## config.mk

```make
export PLATFORM = sky130hd
export DESIGN_NAME = rtc_local_time_with_eu_dst_unit
export DESIGN_NICKNAME = d
export VERILOG_FILES = /design/src/sv/rtcl_pkg.sv /design/src/sv/rtcl_front.sv /design/src/sv/rtcl_fifo.sv /design/src/sv/rtcl_back.sv /design/src/sv/rtc_local_time_with_eu_dst_unit.sv
export SDC_FILE = /design/constraint.sdc
export NUM_CORES = 1
export LEC_CHECK = 0
export ABC_AREA = 1
export BUFFER_PORTS_ARGS = -buffer_cell sky130_fd_sc_hd__buf_2
export CORE_AREA = 4 4 259 235
export CTS_BUF_LIST = sky130_fd_sc_hd__clkbuf_4 sky130_fd_sc_hd__clkbuf_8 sky130_fd_sc_hd__clkbuf_16
export DETAILED_ROUTE_END_ITERATION = 8
export DIE_AREA = 0 0 263 239
export PLACE_DENSITY = 0.72
export REMOVE_ABC_BUFFERS = 1
export SYNTH_ARGS = -nofsm -noshare
export SYNTH_HDL_FRONTEND = slang
export SYNTH_SLANG_ARGS = --single-unit
```

## constraint.sdc

```tcl
create_clock -name clk -period 10.1 [get_ports clk]
set_clock_uncertainty 0.2 [all_clocks]
set_input_delay 1.01 -clock clk [delete_from_list [all_inputs] [get_ports clk]]
set_output_delay 1.01 -clock clk [all_outputs]
set_load 0.005 [all_outputs]
```

## src/sv/rtcl_pkg.sv

```systemverilog
// Shared types, constants and calendar helpers for the local time unit.
`timescale 1ns / 1ps
`default_nettype none

package rtcl_pkg;

	localparam int unsigned QUEUE_DEPTH_DEFAULT = 4;
	localparam int unsigned CFG_INDEX_W = 2;
	localparam int unsigned CFG_DATA_W = 11;

	localparam logic [CFG_INDEX_W-1:0] CFG_CLOCK_HOLDS_UTC = 2'd0;
	localparam logic [CFG_INDEX_W-1:0] CFG_ZONE_OFFSET_MINUTES = 2'd1;
	localparam logic [CFG_INDEX_W-1:0] CFG_SUMMER_TIME_ENABLE = 2'd2;

	localparam logic signed [10:0] ZONE_OFFSET_RESET = 11'sd60;

	localparam int unsigned MINUTES_PER_DAY = 1440;
	localparam int unsigned DIV100_MUL = 83887;
	localparam int unsigned DIV100_SHIFT = 23;
	localparam int unsigned DIV60_MUL = 2185;
	localparam int unsigned DIV60_SHIFT = 17;

	localparam logic [4:0] MONTH_LEN [12] = '{
		5'd31, 5'd28, 5'd31, 5'd30, 5'd31, 5'd30,
		5'd31, 5'd31, 5'd30, 5'd31, 5'd30, 5'd31
	};

	typedef struct packed {
		logic [15:0] in_year;
		logic [3:0]  in_month;
		logic [4:0]  in_day;
		logic [2:0]  in_weekday;
		logic [4:0]  in_hour;
		logic [5:0]  in_minute;
		logic [5:0]  in_second;
	} rtcl_in_t;

	typedef struct packed {
		logic [15:0] out_year;
		logic [3:0]  out_month;
		logic [4:0]  out_day;
		logic [2:0]  out_weekday;
		logic [4:0]  out_hour;
		logic [5:0]  out_minute;
		logic [5:0]  out_second;
		logic        summer_time_applied;
	} rtcl_out_t;

	typedef struct packed {
		logic              clock_holds_utc;
		logic signed [10:0] zone_offset_minutes;
		logic              summer_time_enable;
	} rtcl_cfg_t;

	typedef struct packed {
		logic [15:0] year;
		logic [3:0]  month;
		logic [4:0]  day;
		logic [2:0]  weekday;
	} rtcl_date_t;

	typedef struct packed {
		rtcl_date_t  date;
		logic        keep_time;
		logic [4:0]  hour;
		logic [5:0]  minute;
		logic [10:0] minute_of_day;
		logic        back_first;
		logic [1:0]  fwd_count;
		logic        leap;
		logic [5:0]  second;
		logic        extra;
	} rtcl_job_t;

	function automatic logic [4:0] month_days(input logic leap, input logic [3:0] month);
		logic [4:0] len;
		if (month < 4'd1 || month > 4'd12) begin
			len = 5'd31;
		end else if (month == 4'd2 && leap) begin
			len = 5'd29;
		end else begin
			len = MONTH_LEN[month - 4'd1];
		end
		return len;
	endfunction

	// Residue modulo 7 by summing octal digits, since 8 is 1 modulo 7.
	function automatic logic [2:0] mod7(input logic [17:0] x);
		logic [5:0] sum1;
		logic [3:0] sum2;
		logic [3:0] res;
		sum1 = {3'b000, x[2:0]} + {3'b000, x[5:3]} + {3'b000, x[8:6]}
			+ {3'b000, x[11:9]} + {3'b000, x[14:12]} + {3'b000, x[17:15]};
		sum2 = {1'b0, sum1[5:3]} + {1'b0, sum1[2:0]};
		res = (sum2 >= 4'd7) ? sum2 - 4'd7 : sum2;
		return res[2:0];
	endfunction

	// One calendar day forward or back, with the odd-input rules of the unit.
	function automatic rtcl_date_t step_day(input logic fwd, input logic leap,
		input rtcl_date_t d);
		rtcl_date_t r;
		logic [4:0] len;
		r = d;
		len = month_days(leap, d.month);
		if (fwd) begin
			if (d.day < len) begin
				r.day = d.day + 5'd1;
			end else begin
				r.day = 5'd1;
				if (d.month < 4'd12) begin
					r.month = d.month + 4'd1;
				end else begin
					r.month = 4'd1;
					r.year = d.year + 16'd1;
				end
			end
			if (d.weekday == 3'd6) begin
				r.weekday = 3'd0;
			end else if (d.weekday == 3'd7) begin
				r.weekday = 3'd1;
			end else begin
				r.weekday = d.weekday + 3'd1;
			end
		end else begin
			if (d.day > 5'd1) begin
				r.day = d.day - 5'd1;
			end else begin
				if (d.month > 4'd1) begin
					r.month = d.month - 4'd1;
				end else begin
					r.month = 4'd12;
					r.year = d.year - 16'd1;
				end
				r.day = month_days(leap, r.month);
			end
			if (d.weekday == 3'd0 || d.weekday == 3'd7) begin
				r.weekday = 3'd6;
			end else begin
				r.weekday = d.weekday - 3'd1;
			end
		end
		return r;
	endfunction

endpackage

`default_nettype wire

```

## src/sv/rtcl_front.sv

```systemverilog
// Front end: accepts words, finds summer time and the minute and day shifts.
`timescale 1ns / 1ps
`default_nettype none

module rtcl_front import rtcl_pkg::*; #(
	parameter int unsigned QUEUE_DEPTH = QUEUE_DEPTH_DEFAULT,
	localparam int unsigned CW = $clog2(QUEUE_DEPTH + 1)
) (
	input  wire logic      clk,
	input  wire logic      arst_n,
	input  wire rtcl_cfg_t cfg,
	input  wire logic      in_valid,
	output logic           in_ready,
	input  wire rtcl_in_t  in_word,
	input  wire logic [CW-1:0] queue_count,
	output logic           push,
	output rtcl_job_t      push_job
);

	logic        valid_s1;
	rtcl_in_t    word_s1;
	logic [32:0] prod_s1;

	logic        valid_s2;
	rtcl_in_t    word_s2;
	logic        leap_s2;
	logic [4:0]  sun_mar_s2;
	logic [4:0]  sun_oct_s2;
	logic [10:0] t0_s2;
	logic [10:0] n1_s2;
	logic        back1_s2;
	logic [1:0]  fwd1_s2;

	logic [CW:0] occupancy;
	logic        accept;

	logic [9:0]  q100;
	logic [15:0] r100;
	logic        leap;
	logic [17:0] dsum;
	logic [2:0]  dow_mar;
	logic [2:0]  dow_oct;
	logic [10:0] t0;
	logic signed [12:0] total1;
	logic [12:0] n1_full;
	logic        back1;
	logic [1:0]  fwd1;

	logic        rule;
	logic [4:0]  start_hour;
	logic [4:0]  end_hour;
	logic        extra;
	logic        shifted1;
	logic [10:0] total2;
	logic        d2;
	logic [10:0] n2;

	assign occupancy = (CW + 1)'(valid_s1) + (CW + 1)'(valid_s2) + {1'b0, queue_count};
	assign in_ready = occupancy < (CW + 1)'(QUEUE_DEPTH);
	assign accept = in_valid && in_ready;

	always_ff @(posedge clk or negedge arst_n) begin
		if (!arst_n) begin
			valid_s1 <= 1'b0;
			valid_s2 <= 1'b0;
		end else begin
			valid_s1 <= accept;
			valid_s2 <= valid_s1;
		end
	end

	always_ff @(posedge clk) begin
		if (accept) begin
			word_s1 <= in_word;
			prod_s1 <= {17'b0, in_word.in_year} * 33'(DIV100_MUL);
		end
	end

	always_comb begin
		q100 = prod_s1[DIV100_SHIFT +: 10];
		r100 = word_s1.in_year - ({6'b0, q100} * 16'd100);
		leap = (word_s1.in_year[1:0] == 2'b00) && ((r100 != 16'd0) || (q100[1:0] == 2'b00));
		dsum = {2'b00, word_s1.in_year} + {4'b0000, word_s1.in_year[15:2]}
			- {8'b0, q100} + {10'b0, q100[9:2]};
		dow_mar = mod7(dsum + 18'd33);
		dow_oct = mod7(dsum + 18'd37);

		t0 = {word_s1.in_hour, 6'b0} - {4'b0, word_s1.in_hour, 2'b0}
			+ {5'b0, word_s1.in_minute};
		total1 = $signed({2'b00, t0}) + $signed({{2{cfg.zone_offset_minutes[10]}},
			cfg.zone_offset_minutes});
		back1 = 1'b0;
		fwd1 = 2'd0;
		if (total1 < 13'sd0) begin
			back1 = 1'b1;
			n1_full = 13'(total1 + 13'sd1440);
		end else if (total1 >= 13'sd2880) begin
			fwd1 = 2'd2;
			n1_full = 13'(total1 - 13'sd2880);
		end else if (total1 >= 13'sd1440) begin
			fwd1 = 2'd1;
			n1_full = 13'(total1 - 13'sd1440);
		end else begin
			n1_full = 13'(total1);
		end
	end

	always_ff @(posedge clk) begin
		word_s2 <= word_s1;
		leap_s2 <= leap;
		sun_mar_s2 <= 5'd31 - {2'b00, dow_mar};
		sun_oct_s2 <= 5'd31 - {2'b00, dow_oct};
		t0_s2 <= t0;
		n1_s2 <= n1_full[10:0];
		back1_s2 <= back1;
		fwd1_s2 <= fwd1;
	end

	always_comb begin
		start_hour = cfg.clock_holds_utc ? 5'd1 : 5'd2;
		end_hour = cfg.clock_holds_utc ? 5'd1 : 5'd3;
		if (word_s2.in_month < 4'd3 || word_s2.in_month > 4'd10) begin
			rule = 1'b0;
		end else if (word_s2.in_month > 4'd3 && word_s2.in_month < 4'd10) begin
			rule = 1'b1;
		end else if (word_s2.in_month == 4'd3) begin
			if (word_s2.in_day > sun_mar_s2) begin
				rule = 1'b1;
			end else if (word_s2.in_day < sun_mar_s2) begin
				rule = 1'b0;
			end else begin
				rule = word_s2.in_hour >= start_hour;
			end
		end else begin
			if (word_s2.in_day < sun_oct_s2) begin
				rule = 1'b1;
			end else if (word_s2.in_day > sun_oct_s2) begin
				rule = 1'b0;
			end else begin
				rule = word_s2.in_hour < end_hour;
			end
		end
		extra = cfg.summer_time_enable && rule;
		shifted1 = cfg.clock_holds_utc && (cfg.zone_offset_minutes != 11'sd0);
		total2 = (shifted1 ? n1_s2 : t0_s2) + 11'd60;
		d2 = total2 >= 11'(MINUTES_PER_DAY);
		n2 = d2 ? total2 - 11'(MINUTES_PER_DAY) : total2;

		push = valid_s2;
		push_job.date.year = word_s2.in_year;
		push_job.date.month = word_s2.in_month;
		push_job.date.day = word_s2.in_day;
		push_job.date.weekday = word_s2.in_weekday;
		push_job.keep_time = !shifted1 && !extra;
		push_job.hour = word_s2.in_hour;
		push_job.minute = word_s2.in_minute;
		push_job.minute_of_day = extra ? n2 : n1_s2;
		push_job.back_first = shifted1 && back1_s2;
		push_job.fwd_count = ((shifted1 && !back1_s2) ? fwd1_s2 : 2'd0)
			+ {1'b0, extra && d2};
		push_job.leap = leap_s2;
		push_job.second = word_s2.in_second;
		push_job.extra = extra;
	end

endmodule

`default_nettype wire

```

## src/sv/rtcl_fifo.sv

```systemverilog
// Short queue of classified words between the front and back ends.
`timescale 1ns / 1ps
`default_nettype none

module rtcl_fifo import rtcl_pkg::*; #(
	parameter int unsigned QUEUE_DEPTH = QUEUE_DEPTH_DEFAULT,
	localparam int unsigned CW = $clog2(QUEUE_DEPTH + 1),
	localparam int unsigned PW = $clog2(QUEUE_DEPTH)
) (
	input  wire logic      clk,
	input  wire logic      arst_n,
	input  wire logic      push,
	input  wire rtcl_job_t push_job,
	input  wire logic      pop,
	output rtcl_job_t      head_job,
	output logic           not_empty,
	output logic [CW-1:0]  count
);

	rtcl_job_t     mem_q [QUEUE_DEPTH];
	logic [PW-1:0] wr_ptr_q;
	logic [PW-1:0] rd_ptr_q;
	logic [CW-1:0] count_q;

	assign head_job = mem_q[rd_ptr_q];
	assign not_empty = count_q != '0;
	assign count = count_q;

	always_ff @(posedge clk or negedge arst_n) begin
		if (!arst_n) begin
			wr_ptr_q <= '0;
			rd_ptr_q <= '0;
			count_q <= '0;
		end else begin
			if (push) begin
				wr_ptr_q <= (wr_ptr_q == PW'(QUEUE_DEPTH - 1)) ? '0 : wr_ptr_q + PW'(1);
			end
			if (pop) begin
				rd_ptr_q <= (rd_ptr_q == PW'(QUEUE_DEPTH - 1)) ? '0 : rd_ptr_q + PW'(1);
			end
			if (push && !pop) begin
				count_q <= count_q + CW'(1);
			end else if (pop && !push) begin
				count_q <= count_q - CW'(1);
			end
		end
	end

	always_ff @(posedge clk) begin
		if (push) begin
			mem_q[wr_ptr_q] <= push_job;
		end
	end

endmodule

`default_nettype wire

```

## src/sv/rtcl_back.sv

```systemverilog
// Back end: rolls the date, splits hour and minute, and holds the result word.
`timescale 1ns / 1ps
`default_nettype none

module rtcl_back import rtcl_pkg::*; (
	input  wire logic      clk,
	input  wire logic      arst_n,
	input  wire rtcl_job_t head_job,
	input  wire logic      not_empty,
	output logic           pop,
	output logic           out_valid,
	input  wire logic      out_ready,
	output rtcl_out_t      out_word
);

	logic       out_valid_q;
	rtcl_out_t  out_word_q;

	logic       en0;
	logic       en1;
	logic       en2;
	rtcl_date_t date0;
	rtcl_date_t date1;
	rtcl_date_t date2;
	rtcl_date_t date3;
	logic [22:0] prod60;
	logic [4:0]  hour_calc;
	logic [10:0] hour_min;
	logic [10:0] minute_calc;
	rtcl_out_t   result;

	assign pop = not_empty && (!out_valid_q || out_ready);
	assign out_valid = out_valid_q;
	assign out_word = out_word_q;

	always_comb begin
		en0 = head_job.back_first || (head_job.fwd_count != 2'd0);
		en1 = head_job.back_first ? (head_job.fwd_count != 2'd0)
			: (head_job.fwd_count >= 2'd2);
		en2 = !head_job.back_first && (head_job.fwd_count == 2'd3);

		date0 = head_job.date;
		date1 = en0 ? step_day(!head_job.back_first, head_job.leap, date0) : date0;
		date2 = en1 ? step_day(1'b1, head_job.leap, date1) : date1;
		date3 = en2 ? step_day(1'b1, head_job.leap, date2) : date2;

		prod60 = {12'b0, head_job.minute_of_day} * 23'(DIV60_MUL);
		hour_calc = prod60[DIV60_SHIFT +: 5];
		hour_min = {hour_calc, 6'b0} - {4'b0, hour_calc, 2'b0};
		minute_calc = head_job.minute_of_day - hour_min;

		result.out_year = date3.year;
		result.out_month = date3.month;
		result.out_day = date3.day;
		result.out_weekday = date3.weekday;
		result.out_hour = head_job.keep_time ? head_job.hour : hour_calc;
		result.out_minute = head_job.keep_time ? head_job.minute : minute_calc[5:0];
		result.out_second = head_job.second;
		result.summer_time_applied = head_job.extra;
	end

	always_ff @(posedge clk or negedge arst_n) begin
		if (!arst_n) begin
			out_valid_q <= 1'b0;
		end else if (pop) begin
			out_valid_q <= 1'b1;
		end else if (out_ready) begin
			out_valid_q <= 1'b0;
		end
	end

	always_ff @(posedge clk) begin
		if (pop) begin
			out_word_q <= result;
		end
	end

endmodule

`default_nettype wire

```

## src/sv/rtc_local_time_with_eu_dst_unit.sv

```systemverilog
// Top level of the local time unit with EU summer time.
`timescale 1ns / 1ps
`default_nettype none

// The unit turns one clock reading into local date and time and takes one word per
// cycle while in_ready is high. An accepted word passes the two front stages, is
// written into the queue and is then loaded into the output register once that
// register is empty or being taken. The two front stages and the queue together hold
// up to QUEUE_DEPTH words; in_ready falls when that many are held, so a stalled output
// stops the input after QUEUE_DEPTH + 1 words, counting the one in the output register.
// Registers must be written only while the unit is idle; the unit does not enforce it.

module rtc_local_time_with_eu_dst_unit import rtcl_pkg::*; #(
	parameter int unsigned QUEUE_DEPTH = QUEUE_DEPTH_DEFAULT
) (
	input  wire logic                   clk,
	input  wire logic                   arst_n,
	input  wire logic                   cfg_we,
	input  wire logic [CFG_INDEX_W-1:0] cfg_index,
	input  wire logic [CFG_DATA_W-1:0]  cfg_wdata,
	input  wire logic                   in_valid,
	output logic                        in_ready,
	input  wire rtcl_in_t               in_word,
	output logic                        out_valid,
	input  wire logic                   out_ready,
	output rtcl_out_t                   out_word
);

	localparam int unsigned CW = $clog2(QUEUE_DEPTH + 1);

	logic              clock_holds_utc_q;
	logic signed [10:0] zone_offset_minutes_q;
	logic              summer_time_enable_q;
	rtcl_cfg_t         cfg;

	logic          push;
	rtcl_job_t     push_job;
	logic          pop;
	rtcl_job_t     head_job;
	logic          not_empty;
	logic [CW-1:0] queue_count;

	always_ff @(posedge clk or negedge arst_n) begin
		if (!arst_n) begin
			clock_holds_utc_q <= 1'b1;
			zone_offset_minutes_q <= ZONE_OFFSET_RESET;
			summer_time_enable_q <= 1'b1;
		end else if (cfg_we) begin
			unique case (cfg_index)
				CFG_CLOCK_HOLDS_UTC: begin
					clock_holds_utc_q <= cfg_wdata[0];
				end
				CFG_ZONE_OFFSET_MINUTES: begin
					zone_offset_minutes_q <= $signed(cfg_wdata[10:0]);
				end
				CFG_SUMMER_TIME_ENABLE: begin
					summer_time_enable_q <= cfg_wdata[0];
				end
				default: begin
				end
			endcase
		end
	end

	assign cfg.clock_holds_utc = clock_holds_utc_q;
	assign cfg.zone_offset_minutes = zone_offset_minutes_q;
	assign cfg.summer_time_enable = summer_time_enable_q;

	rtcl_front #(
		.QUEUE_DEPTH(QUEUE_DEPTH)
	) u_front (
		.clk        (clk),
		.arst_n     (arst_n),
		.cfg        (cfg),
		.in_valid   (in_valid),
		.in_ready   (in_ready),
		.in_word    (in_word),
		.queue_count(queue_count),
		.push       (push),
		.push_job   (push_job)
	);

	rtcl_fifo #(
		.QUEUE_DEPTH(QUEUE_DEPTH)
	) u_fifo (
		.clk      (clk),
		.arst_n   (arst_n),
		.push     (push),
		.push_job (push_job),
		.pop      (pop),
		.head_job (head_job),
		.not_empty(not_empty),
		.count    (queue_count)
	);

	rtcl_back u_back (
		.clk      (clk),
		.arst_n   (arst_n),
		.head_job (head_job),
		.not_empty(not_empty),
		.pop      (pop),
		.out_valid(out_valid),
		.out_ready(out_ready),
		.out_word (out_word)
	);

endmodule

`default_nettype wire

```

==> impl_metrics.yaml, run 1 <==
outcome:
  status: "complete, no violations"
clock_network:
  cts_made_buffers: 47
  cts_buffer_depth: 3
  cts_tree: "yes"
  cts_resized: 0
  clock-sinks: 447
  postCtsSetupRepairBufs: 0
  clkTransAtPathRegs_ns: 0.06
  postCtsHoldBufs: 0
  worstSkewPairLatency_ns: 0.60
  cts_htree_levels: 2
  root_buffer: "clkbuf_16"
worst_setup_path:
  critPathTopFamily: "adder cells"
  cp-end-kind: "register"
  path_class: "register to register"
  path_max_fanout: 4
  setup.worst_path.start_class: "register"
  cp_slowest_stage_delay_ns: 0.49
  crit_top_cell: "inv_1"
  crit_arrival_ns: 8.78
  worstPathRequired_ns: 10.41
  critPathBufInv: 7
  slowest_stage: "fa_1"
final_layout:
  seqCellArea_sq_mm: 0.0126
  drive_above_1_share_pct: 9.65
  n_fill_cell: 4974
  multi_input_area_sq_mm: 0.0168
  syn_to_final_growth_pct: 8.90
  antenna_cells: 0
  nNetsFinal: 4007
yosys:
  seq_area_frac_synth_pct: 39.6
  ys_top_cells_by_area: "edfxtp_1, ha_1, fa_1, nand2_1, inv_1"
  yosysWarningCount: 0
  ys_ff_latch: 447
  synthTopCellsByCount: "nand2_1, inv_1, ha_1"
  yosysMostFrequentCell: "nand2_1"
  synth_area_leader_cell: "edfxtp_1"
  synthesis.area_sq_mm: 0.0317
  synthArstFlopShare_pct: 5.15
  syn_area_per_cell_sq_um: 9.53
  synth_edf_count: 349
  synth_flop_cell: "edfxtp_1"
  yosysUniqueCellTypes: 72
  synthCells: 3329
  synth.top_cell.area_share_pct: 33.0
sta:
  min_period_ns: 8.47
  rsz0062_at_grt: "no"
  worstMarginPinSlew_ns: 1.03
  tns_ns: 0
  maxSlewViolCount: 0
  whs_ns: 0.134
  timing.final.crit_share_pct: 83.9
  slew_headroom_pct: 31.5
  timing.fmax_mhz: 118
  final-hold-violation-count: 0
  finalSetupViolCount: 0
die:
  num_io_pins: 111
  die_area_sq_mm: 0.0629
  num_rows: 84
  start_util_pct: 54.5
  core_sq_mm: 0.0582
  fp.dieH_um: 239
  die_w_um: 263
global_route:
  grt-ovfl-total: 0
  grt_max_degree: 82
  grt_pass1_wl_mm: 112
  grt_use_total_pct: 21.8
  antenna_found_initial: 0
  grt_pass1_vias: 22200
route:
  vias_per_cell: 5.36
  routed_wl_mm: 67.7
  ant_nets: 0
  vias: 22800
  drc_errors: 0
  drt_iter0_markers: 1553
  drt-pass1-iter-count: 5
  wire_per_inst_um: 16.0
placed_design:
  place_congestion: 0.910
  dp_hpwl_mm: 49.9
  portBuffers: 110
hold_path:
  hp-class: "register to register"
job:
  maxCapViolCount: 0
==> metrics by stage <==
step | instances | util [%] | setup WS, ns | area, sq um
finish | 4244 | 59.4 | 1.63 | 34600
global route | 4244 | 59.4 | 1.02 | 34600
CTS | 4244 | 59.4 | 1.67 | 34600
detailed placement | 4157 | 56.7 | 1.69 | 33000
global placement | 4157 | 56.7 | 1.85 | 33000
floorplan | 3255 | - | 0.318 | 31300
==> layout make-up <==
cell class	instances	area share (%)
clock buffers	63	3.87
clock inverters	24	0.641
inverters	526	5.72
multi-input cells	2282	48.6
flip-flops and latches	447	36.4
well taps	774	2.80
repair buffers	128	1.98
==> per-layer routing <==
metal  track usage, %  vias to the layer above  share of wire (%)  wire, um
met3             2.98                      115                6.1      4110
met1             30.9                    10700                 46     31000
met2             35.7                      592                 46     31000
li1                 -                    11300                  -         -
met4             5.84                        0                2.5      1720
met5                0                        -                  0         0
==> logic make-up after synthesis <==
logic type               Yosys count  synth area share [%]
AND/OR/NAND/NOR                 1149                  15.9
buffers and inverters            600                  7.55
adder cells (fa/ha/maj)          512                  23.6
flip-flops                       447                  39.6
AO/OA/AOI/OAI                    441                  8.24
XOR/XNOR                         162                  4.49
multiplexers                      18                 0.607
==> final timing paths <==
check                                          from  depth (start not counted)               endpoint  slack, ns
worst max-delay path            u_front.word_s1[33]                         39  u_front.sun_oct_s2[1]       1.63
worst min-delay path             u_front.word_s1[5]                          0    u_front.push_job[6]       0.13
worst max register to register  u_front.word_s1[33]                         39  u_front.sun_oct_s2[1]       1.63
worst min register to register   u_front.word_s1[5]                          0    u_front.push_job[6]       0.13
max in group asynchronous                    arst_n                          1     u_fifo.rd_ptr_q[0]       9.04
min in group asynchronous                    arst_n                          1       u_back.out_valid       0.21
==> layout by cell type (no fill, tap or decap), drive strengths merged, types with 128 or more instances in the layout <==
cell type,count
nand2,631
ha,367
nand3,167
a21oi,139
inv,526
nor2,230
buf,128
fa,145
edfxtp,349
o21ai,168
==> sequential cells by signal, summed over array words and instances, names as in the netlist <==
| signal | flops |
|---|---|
| u_front.leap_s2 | 1 |
| u_front.prod_s1 | 11 |
| clock_holds_utc_q | 1 |
| u_fifo.mem_q | 248 |
| u_front.back1_s2 | 1 |
| u_back.out_word | 46 |
| u_front.fwd1_s2 | 2 |
| zone_offset_minutes_q | 11 |
| u_fifo.rd_ptr_q | 2 |
| u_front.sun_mar_s2 | 3 |
| u_back.out_valid | 1 |
| u_front.t0_s2 | 9 |
| summer_time_enable_q | 1 |
| u_front.word_s1 | 44 |
| u_fifo.wr_ptr_q | 2 |
| u_front.sun_oct_s2 | 3 |
| u_fifo.count | 3 |
| u_front.push_job | 45 |
| u_front.n1_s2 | 11 |
| u_front.valid_s1 | 1 |
| u_front.push | 1 |
==> worst register-to-register path, delay by kind of cell (launching register included) <==
kind / cells / cell delay [ns]
fa+ha+maj: 9 / 3.01
compound gates: 10 / 1.85
simple gates: 9 / 1.54
xor+xnor: 4 / 0.84
buf+inv: 7 / 0.50
flops: 1 / 0.47
Power of run 1 is not shown: default switching activity piles up to over one toggle a cycle in this logic, so the estimate is an artifact.
==> run 2, diff against run 1 <==
--- a/config.mk
+++ b/config.mk
@@ -11,7 +11,7 @@
 export CTS_BUF_LIST = sky130_fd_sc_hd__clkbuf_4 sky130_fd_sc_hd__clkbuf_8 sky130_fd_sc_hd__clkbuf_16
 export DETAILED_ROUTE_END_ITERATION = 8
 export DIE_AREA = 0 0 263 239
-export PLACE_DENSITY = 0.72
+export PLACE_DENSITY = 0.74
 export REMOVE_ABC_BUFFERS = 1
 export SYNTH_ARGS = -nofsm -noshare
 export SYNTH_HDL_FRONTEND = slang
==> constraint.sdc (replaced) <==
create_clock -name clk -period 7.14 [get_ports clk]
set_clock_uncertainty 0.2 [all_clocks]
set_input_delay 0.714 -clock clk [delete_from_list [all_inputs] [get_ports clk]]
set_output_delay 0.714 -clock clk [all_outputs]
set_load 0.005 [all_outputs]
==> run 2 against run 1 <==
Against the previous run: the flow now finishes with violations (negative setup slack); first-iteration DRC count rose by 6.9%; non-clock buffer count rose by 156; final cell count rose by 3.7%; critical path type unchanged; highest routed layer unchanged.
==> impl_metrics.yaml, run 2 (synthesis results as in run 1) <==
sta:
  timing.final.crit_share_pct: 110
  maxSlewViolCount: 0
  timing.final.ws_setup_ns: -0.724
  timing.fmax_mhz: 127
  worstMarginPinSlew_ns: 1.06
  whs_ns: 0.0923
  slew_headroom_pct: 29.5
  tns_ns: -3.65
  min_period_ns: 7.86
  rsz0062_at_grt: "yes"
  finalSetupViolCount: 6
  final-hold-violation-count: 0
worst_setup_path:
  critPathTopFamily: "adder cells"
  worstPathRequired_ns: 7.46
  setup.worst_path.start_class: "register"
  cp_slowest_stage_delay_ns: 0.56
  path_class: "register to register"
  crit_top_cell: "fa_1"
  cp-end-kind: "register"
  slowest_stage: "fa_1"
  path_max_fanout: 3
  crit_arrival_ns: 8.19
  critPathBufInv: 8
die:
  start_util_pct: 54.5
  die_w_um: 263
  core_sq_mm: 0.0582
  num_io_pins: 111
  die_area_sq_mm: 0.0629
  num_rows: 84
  fp.dieH_um: 239
placed_design:
  dp.cells: 4284
  place_congestion: 0.922
  dpl_cell_area_sq_mm: 0.0340
  portBuffers: 110
  dp_hpwl_mm: 51.1
global_route:
  antenna_found_initial: 2
  grt_max_degree: 63
  grt_pass1_vias: 22800
  grt_use_total_pct: 21.8
  grt-ovfl-total: 0
  grt_pass1_wl_mm: 113
route:
  wire_per_inst_um: 15.8
  vias: 23300
  routed_wl_mm: 69.6
  ant_nets: 0
  drt_iter0_markers: 1660
  drc_errors: 0
  vias_per_cell: 5.30
  drt-pass1-iter-count: 6
clock_network:
  cts_made_buffers: 47
  cts_buffer_depth: 3
  cts_htree_levels: 2
  cts_tree: "yes"
  worstSkewPairLatency_ns: 0.59
  root_buffer: "clkbuf_16"
  clkTransAtPathRegs_ns: 0.06
  clock-sinks: 447
outcome:
  status: "complete, but fails checks"
  violations: "negative setup slack"
final_layout:
  design_area_sq_mm: 0.0363
  mostFrequentLayoutCells: "nand2_1, inv_1, ha_1"
  top_register: "u_fifo.mem_q"
  largest_reg_flops: 248
  antenna_cells: 0
  nNetsFinal: 4164
  layout_commonest_cell: "nand2_1"
  syn_to_final_growth_pct: 14.4
  instances_no_fill: 4400
  drive_above_1_share_pct: 15.9
job:
  maxCapViolCount: 0
hold_path:
  hp-class: "input port to register"
==> run 2: per-stage QoR <==
stage / worst slack [ns] / util [%]
global placement: -0.806 / 58.3
detailed placement: -0.940 / 58.3
CTS: -0.509 / 61.6
finish: -0.724 / 62.4
floorplan: -2.64 / -
global route: -1.06 / 62.4
==> run 2: final timing paths <==
kind | from | endpoint | slack [ns] | depth (start not counted)
max in group asynchronous | arst_n | u_fifo.rd_ptr_q[0] | 5.81 | 2
hold / removal | in_word[0] | u_front.word_s1[0] | 0.09 | 1
hold reg to reg | u_front.word_s1[28] | u_front.push_job[45] | 0.14 | 0
min in group asynchronous | arst_n | u_fifo.rd_ptr_q[0] | 0.47 | 2
setup reg to reg | u_front.word_s1[31] | u_front.sun_mar_s2[1] | -0.72 | 37
setup / recovery | u_front.word_s1[31] | u_front.sun_mar_s2[1] | -0.72 | 37
==> run 2: worst register-to-register path: cells and delay by family, from the launching register on <==
| family | cells | cell delay, ns |
|---|---|---|
| adder cells (fa/ha/maj) | 11 | 4.07 |
| AO/OA/AOI/OAI | 7 | 1.11 |
| AND/OR/NAND/NOR | 7 | 0.89 |
| buffers and inverters | 8 | 0.60 |
| XOR/XNOR | 4 | 0.57 |
| flip-flops | 1 | 0.37 |
==> run 2: area by class of cell <==
cell class | count | area (sq um)
clock inverters | 20 | 235
clock buffers | 66 | 1370
inverters | 526 | 1980
well taps | 774 | 968
repair buffers | 284 | 1890
multi-input cells | 2283 | 17300
flip-flops and latches | 447 | 12600
fillers | 4735 | 21900
==> run 2: per-layer routing <==
| layer | routed length, um | track usage, % | vias up |
|---|---|---|---|
| li1 | - | - | 11600 |
| met1 | 30600 | 29.3 | 11000 |
| met2 | 33500 | 37.6 | 583 |
| met3 | 4200 | 3.33 | 98 |
| met4 | 1230 | 5.08 | 0 |
| met5 | 0 | 0 | - |
==> run 2: timing repair <==
item | CTS | global route
endpoints found under the setup margin | 6 | 31
cloned | 0 | 1
hold buffers | 1 | 0
pin swaps | 48 | 52
setup buffers | 15 | 13
gates resized for setup | 61 | 65
endpoints found under the hold margin | 17 | 0
Power of run 2 is left out for the same reason.
